===== src/rtl/core/breadth_first_graph_walk_assert.svh =====
// Assertion macros for the breadth-first graph walk RTL.
// Active in simulation; they expand to nothing when SYNTHESIS is defined.
`ifndef BREADTH_FIRST_GRAPH_WALK_ASSERT_SVH
`define BREADTH_FIRST_GRAPH_WALK_ASSERT_SVH
`ifndef SYNTHESIS
// Check that prop holds at every clock edge outside reset.
`define BFGW_ASSERT(label, clk, rst_n, prop, msg) \
	label: assert property (@(posedge clk) disable iff (!rst_n) (prop)) else $error(msg);
// Check that expr never holds at a clock edge outside reset.
`define BFGW_NEVER(label, clk, rst_n, expr, msg) \
	label: assert property (@(posedge clk) disable iff (!rst_n) !(expr)) else $error(msg);
`else
`define BFGW_ASSERT(label, clk, rst_n, prop, msg)
`define BFGW_NEVER(label, clk, rst_n, expr, msg)
`endif
`endif


===== src/rtl/core/bfgw_pkg.sv =====
// Shared constants, word types and helpers for the breadth-first graph walk.
// No dependencies.
package bfgw_pkg;

	localparam int NODES = 16;
	localparam int IDX_W = $clog2(NODES);
	localparam int CNT_W = $clog2(NODES + 1);

	localparam logic FUNC_LOAD = 1'b0;
	localparam logic FUNC_RUN  = 1'b1;

	typedef struct packed {
		logic        func;
		logic [3:0]  row_index;
		logic [15:0] row_bits;
		logic [3:0]  start_node;
	} cmd_t;

	typedef struct packed {
		logic [3:0] node;
		logic       last;
	} result_t;

	// Index of the lowest set bit; zero when no bit is set.
	function automatic logic [IDX_W-1:0] lowest_bit(input logic [NODES-1:0] mask);
		logic [IDX_W-1:0] idx;
		idx = '0;
		for (int i = NODES - 1; i >= 0; i--) begin
			if (mask[i]) begin
				idx = IDX_W'(i);
			end
		end
		return idx;
	endfunction

endpackage


===== src/rtl/core/breadth_first_graph_walk.sv =====
// Breadth-first graph walk over an adjacency matrix held in on-chip RAM.
// Depends on bfgw_pkg and breadth_first_graph_walk_assert.svh.
//
// Usage:
//   Command channel: drive cmd and raise start; the word is taken at a rising
//   edge with start high and busy low. A load word (func = load) writes one
//   adjacency row and leaves busy low. A run word
//   (func = run) walks the graph from cmd.start_node and holds busy high
//   until the final node has been issued.
//   Result channel: each visited node appears on result for exactly one
//   cycle with result_stb high, in breadth-first order; the final node has
//   result.last set. The receiver cannot stall; every strobe is a word taken.
//   Steps: each reached node passes through queue read, row read, neighbor
//   scan and issue; its new neighbors are enqueued one at a time before the
//   issue, set by the single write port of the queue RAM. The result word is
//   registered and shows in the cycle after the issue step.
//   Reset: adjacency rows read as zero until loaded (per-row valid bits),
//   visited marks and queue pointers clear, busy and result_stb go low.
//   The queue RAM is not cleared: every entry is written before it is read.
`include "breadth_first_graph_walk_assert.svh"

module breadth_first_graph_walk
	import bfgw_pkg::*;
(
	input  logic    clk,
	input  logic    arst_n,
	input  logic    start,
	input  cmd_t    cmd,
	output logic    busy,
	output result_t result,
	output logic    result_stb
);

	localparam logic [2:0] ST_IDLE  = 3'd0;
	localparam logic [2:0] ST_DEQ   = 3'd1;
	localparam logic [2:0] ST_FETCH = 3'd2;
	localparam logic [2:0] ST_SCAN  = 3'd3;
	localparam logic [2:0] ST_ENQ   = 3'd4;

	logic [2:0]       state_q;
	logic [CNT_W-1:0] head_q;
	logic [CNT_W-1:0] tail_q;
	logic [NODES-1:0] visited_q;
	logic [NODES-1:0] pend_q;
	logic [NODES-1:0] row_vld_q;
	logic [IDX_W-1:0] cur_q;
	result_t          res_q;
	logic             stb_q;

	logic [NODES-1:0] adj_mem [NODES];
	logic [IDX_W-1:0] queue_mem [NODES];
	logic [NODES-1:0] adj_rd_q;
	logic [IDX_W-1:0] q_rd_q;

	logic             accept;
	logic             run_ok;
	logic             load_ok;
	logic             q_we;
	logic [IDX_W-1:0] q_waddr;
	logic [IDX_W-1:0] q_wdata;
	logic [IDX_W-1:0] pend_idx;
	logic [NODES-1:0] row;

	assign busy    = (state_q != ST_IDLE);
	assign accept  = start && !busy;
	assign run_ok  = ({1'b0, cmd.start_node} < CNT_W'(NODES));
	assign load_ok = ({1'b0, cmd.row_index} < CNT_W'(NODES));
	assign pend_idx = lowest_bit(pend_q);
	assign row = row_vld_q[cur_q] ? adj_rd_q : '0;

	// Steer the queue write port: start node at run, one neighbor per cycle after
	always_comb begin
		q_we    = 1'b0;
		q_waddr = tail_q[IDX_W-1:0];
		q_wdata = pend_idx;
		if (accept && cmd.func == FUNC_RUN && run_ok) begin
			q_we    = 1'b1;
			q_waddr = '0;
			q_wdata = cmd.start_node[IDX_W-1:0];
		end else if (state_q == ST_ENQ && pend_q != '0) begin
			q_we = 1'b1;
		end
	end

	// Adjacency RAM: write on load, registered read at the current node
	always_ff @(posedge clk) begin
		if (accept && cmd.func == FUNC_LOAD && load_ok) begin
			adj_mem[cmd.row_index[IDX_W-1:0]] <= cmd.row_bits[NODES-1:0];
		end
		adj_rd_q <= adj_mem[q_rd_q];
	end

	// Queue RAM: one write, registered read at the head
	always_ff @(posedge clk) begin
		if (q_we) begin
			queue_mem[q_waddr] <= q_wdata;
		end
		q_rd_q <= queue_mem[head_q[IDX_W-1:0]];
	end

	// Walk sequencer: mark loaded rows valid; on a run, dequeue, fetch row, scan neighbors, enqueue, issue
	always_ff @(posedge clk or negedge arst_n) begin
		if (!arst_n) begin
			state_q   <= ST_IDLE;
			head_q    <= '0;
			tail_q    <= '0;
			visited_q <= '0;
			pend_q    <= '0;
			row_vld_q <= '0;
			cur_q     <= '0;
			stb_q     <= 1'b0;
		end else begin
			// Strobe the word once the last neighbor is enqueued
			stb_q <= (state_q == ST_ENQ) && (pend_q == '0);
			case (state_q)
				ST_IDLE: begin
					if (accept) begin
						if (cmd.func == FUNC_LOAD) begin
							if (load_ok) begin
								row_vld_q[cmd.row_index[IDX_W-1:0]] <= 1'b1;
							end
						end else begin
							head_q <= '0;
							if (run_ok) begin
								tail_q    <= CNT_W'(1);
								visited_q <= NODES'(1) << cmd.start_node[IDX_W-1:0];
								state_q   <= ST_DEQ;
							end else begin
								tail_q    <= '0;
								visited_q <= '0;
							end
						end
					end
				end
				ST_DEQ: begin
					head_q  <= head_q + CNT_W'(1);
					state_q <= ST_FETCH;
				end
				ST_FETCH: begin
					cur_q   <= q_rd_q;
					state_q <= ST_SCAN;
				end
				ST_SCAN: begin
					// Mark every new neighbor now; enqueue them lowest first
					pend_q    <= row & ~visited_q;
					visited_q <= visited_q | row;
					state_q   <= ST_ENQ;
				end
				ST_ENQ: begin
					if (pend_q != '0) begin
						pend_q <= pend_q & (pend_q - NODES'(1));
						tail_q <= tail_q + CNT_W'(1);
					end else begin
						state_q <= (head_q == tail_q) ? ST_IDLE : ST_DEQ;
					end
				end
				default: begin
					state_q <= ST_IDLE;
				end
			endcase
		end
	end

	// Result word register
	always_ff @(posedge clk) begin
		if (state_q == ST_ENQ && pend_q == '0) begin
			res_q.node <= 4'(cur_q);
			res_q.last <= (head_q == tail_q);
		end
	end

	assign result     = res_q;
	assign result_stb = stb_q;

	`BFGW_ASSERT(a_last_ends_run, clk, arst_n,
		(result_stb && result.last) |-> (state_q == ST_IDLE),
		"last word issued while walk still running")
	`BFGW_ASSERT(a_more_follows, clk, arst_n,
		(result_stb && !result.last) |-> (state_q == ST_DEQ),
		"non-last word issued but walk not continuing")
	`BFGW_NEVER(a_tail_bound, clk, arst_n, tail_q > CNT_W'(NODES),
		"queue tail beyond node count")
	`BFGW_NEVER(a_head_le_tail, clk, arst_n, head_q > tail_q,
		"queue head passed tail")
	`BFGW_NEVER(a_pend_marked, clk, arst_n,
		(pend_q & ~visited_q) != '0 && state_q == ST_ENQ,
		"pending neighbor not marked visited")

endmodule

===== config.mk =====
export PLATFORM = sky130hd
export DESIGN_NAME = breadth_first_graph_walk
export DESIGN_NICKNAME = d
export VERILOG_FILES = /design/src/rtl/core/bfgw_pkg.sv /design/src/rtl/core/breadth_first_graph_walk.sv
export VERILOG_INCLUDE_DIRS = /design/src /design/src/rtl/core
export SDC_FILE = /design/constraint.sdc
export NUM_CORES = 1
export LEC_CHECK = 0
export CORE_MARGIN = 5
export CORE_UTILIZATION = 46
export CTS_CLUSTER_DIAMETER = 150
export DETAILED_ROUTE_END_ITERATION = 8
export DONT_BUFFER_PORTS = 1
export GPL_TIMING_DRIVEN = 0
export SLEW_MARGIN = 40
export SYNTH_ARGS = -nofsm -noshare
export SYNTH_HDL_FRONTEND = slang
export SYNTH_SLANG_ARGS = --single-unit

===== constraint.sdc =====
create_clock -name clk -period 7.6 [get_ports clk]
set_clock_uncertainty 0.05 [all_clocks]
set_input_delay 0 -clock clk [delete_from_list [all_inputs] [get_ports clk]]
set_output_delay 0 -clock clk [all_outputs]
set_load 0.03 [all_outputs]

==> Yosys cells after proc, flatten, opt, wreduce, memory -nomap -nowiden <==
Memory sizes are Yosys's and may differ from the RTL's. A register that Yosys moved wholly into a read port is not among the register bits.
Index checks and enable logic that the tools add are counted.
{ "op_classes": {"n_mux": 46, "n_reduce_logical": 21, "bitwise": 6, "add_sub_neg": 3, "multipliers": 0, "magnitude_cmp": 3, "shifts": 1, "n_eq_ne": 9, "div_mod_pow": 0} }
{ "ops": {"columns": ["cell", "n"], "rows": [
  ["2-to-1 mux 4 bit", 18],
  ["2-to-1 mux 16 bit", 4],
  ["case mux 16 bit (2 select lines)", 2],
  ["bitwise AND 16 bit", 2],
  ["bitwise OR 16 bit", 2],
  ["2-to-1 mux 5 bit", 5],
  ["case mux 5 bit (2 select lines)", 2],
  ["zero test 16 bit", 1],
  ["NOT 16 bit", 1],
  ["nonzero test 16 bit", 1],
  ["<< shifter 1 x 4 -> 16 bit, first input constant", 1],
  ["subtractor 16 x 1 -> 16 bit, second input constant", 1],
  ["case mux 3 bit (5 select lines)", 1],
  ["AND reduction 3 bit", 4],
  ["adder 5 x 1 -> 5 bit, second input constant", 2],
  ["less-than comparator 4 x 5 -> 1 bit, second input constant", 2],
  ["2-to-1 mux 1 bit", 9],
  ["2-to-1 mux 3 bit", 3],
  ["!= test 2 bit, second input constant", 4],
  ["nonzero test 2 bit", 4],
  ["== test 3 x 2 -> 1 bit, second input constant", 2],
  ["logical AND 1 bit", 6],
  ["== test 5 bit", 1],
  ["binary-select mux 1 bit (select 4 bit)", 1],
  ["other kinds (10)", 10]
]} }
{ "word_totals": {"ramBits": 320, "memories": 2, "ff_bits": 71, "latch_bits": 0, "romBits": 0} }
{ "mem_list": {"columns": ["name", "depth", "width", "read_ports", "rd_ports_with_merged_regs", "wr", "line_no", "source"], "rows": [
  ["adj_mem", 16, 16, 1, 1, 1, "breadth_first_graph_walk.sv:50", "logic [NODES-1:0] adj_mem [NODES];"],
  ["queue_mem", 16, 4, 1, 1, 1, "breadth_first_graph_walk.sv:51", "logic [IDX_W-1:0] queue_mem [NODES];"]
]} }

==> Longest topological paths before layout <==
Gate-level depths: netlist of run 1.
{ "depth": {"depth_word": 17, "mapped_depth": 7, "depth_no_buf": 5} }

==> Worst setup path before layout of run 1 <==
No wires, ideal clock.
{ "synth_timing": {"kind": "register -> register", "from": "reg state_q[2]", "to": "mem adj_mem[0][0], enable pin", "path_stages_with_launch": 5, "t_arrival_ns": 2.560, "n_path_buf": 1, "path_slack_ns": 4.576, "setup_ns": 0.414, "t_required_ns": 7.136, "cell_sequence": "dfrtp_1 buf_6 or4b_1 nor4_2 nor3b_1"} }
{ "synth_between": {"elab_chain_len": 6} }
{ "synth_rtl": {"columns": ["item", "line_no", "source"], "rows": [
  ["from (decl)", "breadth_first_graph_walk.sv:40", "logic [2:0] state_q;"],
  ["from (signal assigned)", "breadth_first_graph_walk.sv:154", "state_q <= (head_q == tail_q) ? ST_IDLE : ST_DEQ;"],
  ["nonzero test 3 bit", "breadth_first_graph_walk.sv:64", "assign busy = (state_q != ST_IDLE);"],
  ["zero test 1 bit", "breadth_first_graph_walk.sv:65", "assign accept = start && !busy;"],
  ["logical AND 1 bit", "breadth_first_graph_walk.sv:65", null],
  ["logical AND 1 bit", "breadth_first_graph_walk.sv:87", "if (accept && cmd.func == FUNC_LOAD && load_ok) begin"],
  ["2-to-1 mux 1 bit", "breadth_first_graph_walk.sv:87", null],
  ["2-to-1 mux 1 bit (implied by the code)", "breadth_first_graph_walk.sv:88", "adj_mem[cmd.row_index[IDX_W-1:0]] <= cmd.row_bits[NODES-1:0];"],
  ["to (decl)", "breadth_first_graph_walk.sv:50", null]
]} }
No other way between the ends.

==> Worst setup path in the final report of run 1 <==
{ "layout_timing": {"from": "reg state_q[0]", "to": "mem adj_mem[0][11], enable pin"} }
The elaborated chain is that of the path after synthesis.

==> impl_metrics.ini, run 1 <==
[clock_network]
hold_buffers = 34
post_cts_resized = 0
clock_path_buffers = 3
numCtsBuffers = 43
clkTransAtPathRegs_ns = 0.06
cts_root_buf = clkbuf_16
cts_tree = yes
cts_setup_buffers = 0
htreeDepth = 2
insertion_delay_ns = 0.55
cts.sinks = 411

[yosys]
synth-simple-area-share_pct = 5.53
yosysWarnings = 0
yosysUniqueCellTypes = 61
synth-seq-cells = 411
synth_cells = 843
synthAdderAreaFrac_pct = 0.156
synth_compound_area_share_pct = 3.97
synthArstFlopShare_pct = 16.1
synth_top_area_cell = edfxtp_1
synth_xor_xnor_area_share_pct = 0.545
synth_top_family_by_area = multiplexers
synth_area_per_cell_um2 = 19.1
synth_fp_nets = 873
muxShareOfSynthArea_pct = 14.8
ys.flop_type = edfxtp_1
syn_area_um2 = 16100
synth_top_area_share_pct = 60.7
synth_area_leaders = edfxtp_1 (61%), mux4_2 (14%), dfrtp_1 (10%)
synth_enable_flop_cells = 325
yosysSeqAreaShare_pct = 73.5

[sta]
tns_ns = 0
fmax_mhz = 300
worst_pin_slew_ns = 0.851
min_period_over_period_pct = 43.9
finalHoldViolations = 0
rsz0062_at_grt = false
worst_slack_ns = 4.27
period_minus_slack_ns = 3.33
whs_ns = 0.0206
relSlewSlack_pct = 43.2
setup_viol_count_final = 0
report.final.slew_viol_count = 0

[floorplanning]
start_util_pct = 46.5
die_area_um2 = 38800
rows = 68
die_y_um = 197
die_w_um = 197
core_um2 = 34500
pin_count = 35

[critical_path]
worst_path_max_delay_cell = dlygate4sd3_1
slowest_delay_ns = 0.69
worstPathCellList = buf_2 > or4b_1 > nor4_2 > nor3b_2 > dlygate4sd3_1 > buf_4 > buf_4 > buf_4
crit_required_ns = 7.80
crit_path_frequent_cell = buf_4
path_max_fanout = 10
cp_num_buf_inv = 5
setup.worst_path.class = reg -> reg
worstSetupStartpointType = flip-flop
cp.arrival_ns = 3.53
endpoint_kind = flip-flop
critPathTopFamily = buffers and inverters

[pwr]
p_per_area_nw_per_um2 = 376
leakagePower_nw = 6.45
finalPower_mw = 7.18
ir_drop_v = 0.000246

[grt]
grtUsageTotal_pct = 19.3
grt_max_degree = 67
grt-ovfl-total = 0
use_met2_pct = 31.4
grt_first_pass_wirelength_um = 55800
antenna_found_initial = 2
grt_most_used_layer = met2
grt_pass1_vias = 8702
use_met3_pct = 4.07
grtUsageMet1_pct = 27.1

[detailed_routing]
drtIter0Drc = 715
totalWireLength_um = 36700
viasPerCell = 5.78
post_drt_wl_per_cell_um = 25.4
route.detailed.drc = 0
ant_nets = 0
vias = 8336
firstDrtPassIters = 5

[layout]
final_nets = 982
fillers = 2707
stdcell_area_um2 = 19100
final_cells = 1443
ff_latch_area_um2 = 11800
drive_gt1_share_pct = 28.2
layout_commonest_cell = edfxtp_1
areaGrowthSynthToFinish_pct = 18.6
multi_input_area_um2 = 4200
post-route-util_pct = 55.2
mostFrequentLayoutCells = edfxtp_1 (325), mux4_2 (100), dfrtp_1 (66)

[placed_design]
place.gp.congestion = 0.814
dpl.hpwl_um = 24400
placed_area_um2 = 17200
placed_cells_incl_taps = 1327
portBuffers = 0
dpl_worst_slack_ns = 4.46

[outcome]
status = finished clean

[job]
drv_cap = 0

[min_path]
holdCritPathClass = in -> async
## Yosys cell counts, drive strengths merged, types with 2 or more instances
cell type,instances
buf,21
nor3b,3
nor2,35
o2bb2ai,7
a31oi,3
o31ai,4
clkbuf,22
or2,17
nor2b,7
dfxtp,20
nor3,12
o22ai,6
or4,3
nand4,3
mux4,100
mux2,4
o211ai,12
nand2b,9
nor4,11
or3,6
o221ai,3
o21ai,29
inv,8
xor2,5
nand2,36
nand3b,6
a21oi,13
nand3,13
xnor2,5
edfxtp,325
dfrtp,66
o311ai,5
ha,2
mux2i,8
## report_power, final
part / switching, mW / total, mW / leakage [nW] / internal, mW
Clock: 0.841 / 2.14 / 0.718 / 1.30
Sequential: 0.141 / 2.95 / 3.96 / 2.81
Combinational: 1.16 / 2.09 / 1.77 / 0.932
Total: 2.14 / 7.18 / 6.45 / 5.04
## per-layer routing
layer / share of wire (%) / vias up
met5: 0.035 / -
met3: 6.4 / 58
met4: 1.9 / 2
met2: 49 / 266
met1: 42 / 4353
li1: - / 3657
## kinds of logic after synthesis
logic type | count (synthesis)
flip-flops | 411
buffers and inverters | 51
adder cells (fa/ha/maj) | 2
multiplexers | 112
XOR/XNOR | 10
AND/OR/NAND/NOR | 163
AO/OA/AOI/OAI | 94
## worst min-delay path, cell delays in order
cell and delay (ns):
dlygate4sd3_1 0.62, buf_16 0.13, buf_16 0.27
## path summary, 6_finish.rpt
path                                    from             end  slack, ns  depth (start not counted)
worst min-delay path                  arst_n       head_q[1]       0.02                          3
worst max-delay path              state_q[0]  adj_mem[0][11]       4.27                          8
max in group asynchronous             arst_n        cur_q[3]       7.14                          3
worst max register to register    state_q[0]  adj_mem[0][11]       4.27                          8
worst min register to register  visited_q[2]       pend_q[2]       0.37                          1
min in group clk                     cmd[23]  adj_mem[12][1]       0.05                          2
## state kept, by name (all words and copies together), names as in the netlist, 16 cells and up
signal     flops
adj_mem      256
queue_mem     64
adj_rd_q      16
pend_q        16
row_vld_q     16
visited_q     16
## area by class of cell
type / count / area share [%]
repair buffers: 64 / 4.02
flip-flops and latches: 411 / 61.9
inverters: 8 / 0.157
clock buffers: 62 / 6.44
diodes: 1 / 0.0131
clock inverters: 18 / 1.21
multi-input cells: 381 / 22.0
plain buffers: 43 / 1.19
well taps: 455 / 2.99
(Power assumes the default switching activity.)
==> inputs of run 2 (changes only) <==
==> constraint.sdc (replaced) <==
create_clock -name clk -period 2.8 [get_ports clk]
set_clock_uncertainty 0.05 [all_clocks]
set_input_delay 0 -clock clk [delete_from_list [all_inputs] [get_ports clk]]
set_output_delay 0 -clock clk [all_outputs]
set_load 0.03 [all_outputs]
==> run 2 against run 1 <==
Net effect: final cell count up 0.14%; non-clock buffer count up 3; total power rose to 2.7 times the previous value; sequential share of layout area down 0.17 points; highest routed layer unchanged.
==> impl_metrics.ini, run 2 (same netlist as run 1, synthesis figures left out) <==
[outcome]
status = finished clean

[grt]
antenna_found_initial = 5
grt_first_pass_wirelength_um = 55600
grt-ovfl-total = 0
grtUsageTotal_pct = 19.3
grt_pass1_vias = 8593
grt_max_degree = 67

[critical_path]
worstSetupStartpointType = flip-flop
cp.arrival_ns = 2.88
path_max_fanout = 10
endpoint_kind = flip-flop
cp-startpoint = state_q[0]
rrSetupSlack_ns = 0.12
reg2reg_to = adj_mem[0][6]
crit_required_ns = 3.00
r2r-start = state_q[0]
setup.worst_path.class = reg -> reg
r2r_cells = 5

[detailed_routing]
vias = 8267
post_drt_wl_per_cell_um = 25.5
drtIter0Drc = 603
totalWireLength_um = 36900
ant_nets = 0
firstDrtPassIters = 4
route.detailed.drc = 0
viasPerCell = 5.72

[layout]
fillers = 2695
final_cells = 1445
mostFrequentLayoutCells = edfxtp_1 (325), mux4_2 (100), dfrtp_1 (66)
final_nets = 986
layout_commonest_cell = edfxtp_1
drive_gt1_share_pct = 28.8
largest_reg_flops = 256
post-route-util_pct = 55.3
areaGrowthSynthToFinish_pct = 18.9
stdcell_area_um2 = 19100

[pwr]
switching_share_pct = 30.7
p_clk_share_pct = 28.3
leakagePower_nw = 6.45
ir_drop_v = 0.000806
power_switching_mw = 5.86
p_per_area_nw_per_um2 = 999
p_int_mw = 13.2
p_comb_share_pct = 29.9
finalPower_mw = 19.1
pwr-share-seq_pct = 41.9

[floorplanning]
start_util_pct = 46.5
die_y_um = 197
pin_count = 35
rows = 68
core_um2 = 34500
die_area_um2 = 38800
die_w_um = 197

[placed_design]
portBuffers = 0
placed_cells_incl_taps = 1322
dpl.hpwl_um = 24400
dpl_worst_slack_ns = -0.290
place.gp.congestion = 0.823
placed_area_um2 = 17200

[min_path]
worst_hold_startpoint = cmd[23]
whs_path_depth = 4
hold_path_end = adj_mem[11][6]
holdCritPathClass = in -> reg

[clock_network]
cts.sinks = 411
insertion_delay_ns = 0.55
clock_path_buffers = 3
cts_root_buf = clkbuf_16
numCtsBuffers = 44
cts_tree = yes
htreeDepth = 2
clkTransAtPathRegs_ns = 0.07

[sta]
tns_ns = 0
period_minus_slack_ns = 2.68
rsz0062_at_grt = false
fmax_mhz = 373
setup_viol_count_final = 0
worst_pin_slew_ns = 0.837
relSlewSlack_pct = 44.2
report.final.slew_viol_count = 0
worst_slack_ns = 0.121
whs_ns = 0.0327
min_period_over_period_pct = 95.7
finalHoldViolations = 0

[job]
drv_cap = 0
[run 2: worst max-delay path by stage]
stage                      endpoint  depth (start not counted)
floorplan            adj_mem[13][0]                          5
global placement      adj_mem[7][9]                          5
detailed placement    adj_mem[4][9]                          7
CTS                 queue_mem[1][1]                          7
global route          adj_mem[0][7]                          5
finish                adj_mem[0][6]                          5
[run 2: critical path: stages, from the launching register on]
cell and delay [ns]:
dfrtp_1 0.39, buf_2 0.20, or4b_1 0.63, nor4_2 0.40, nor3b_4 0.47, buf_6 0.23
[run 2: area by class of cell]
class / count / area [µm²] / area share, %
Antenna cell: 2 / 5.00 / 0.0262
Buffer: 43 / 231 / 1.21
Clock buffer: 53 / 1140 / 5.99
Clock inverter: 25 / 193 / 1.01
Inverter: 8 / 30.0 / 0.157
Multi-Input combinational cell: 381 / 4250 / 22.2
Sequential cell: 411 / 11800 / 61.8
Tap cell: 455 / 569 / 2.98
Timing Repair Buffer: 67 / 883 / 4.62
[run 2: routing by layer]
metal  wire length [µm]  up-vias  global-route usage [%]
met3               1890       50                    3.47
met5                 13        -                       0
li1                   -     3661                       -
met2              18500      228                    32.4
met1              15800     4326                    26.9
met4                679        2                    4.37
[run 2: repair_timing]
item | 4_1_cts | 5_1_grt
pin swaps | 8 | 0
buffers inserted | 10 | 1
endpoints found under the setup margin | 130 | 189
endpoints found under the hold margin | 544 | 14
hold buffers | 31 | 1
gates resized for setup | 4 | 7
[run 2: power groups by stage]
stage               logic [mW]  registers, mW  clock network (mW)
finish                    5.71           7.99                5.40
global route              6.13           8.06                5.79
CTS                       5.74           7.99                5.51
detailed placement        5.59           8.11                   0
global placement          5.29           8.13                   0
floorplan                 3.83           7.99                   0
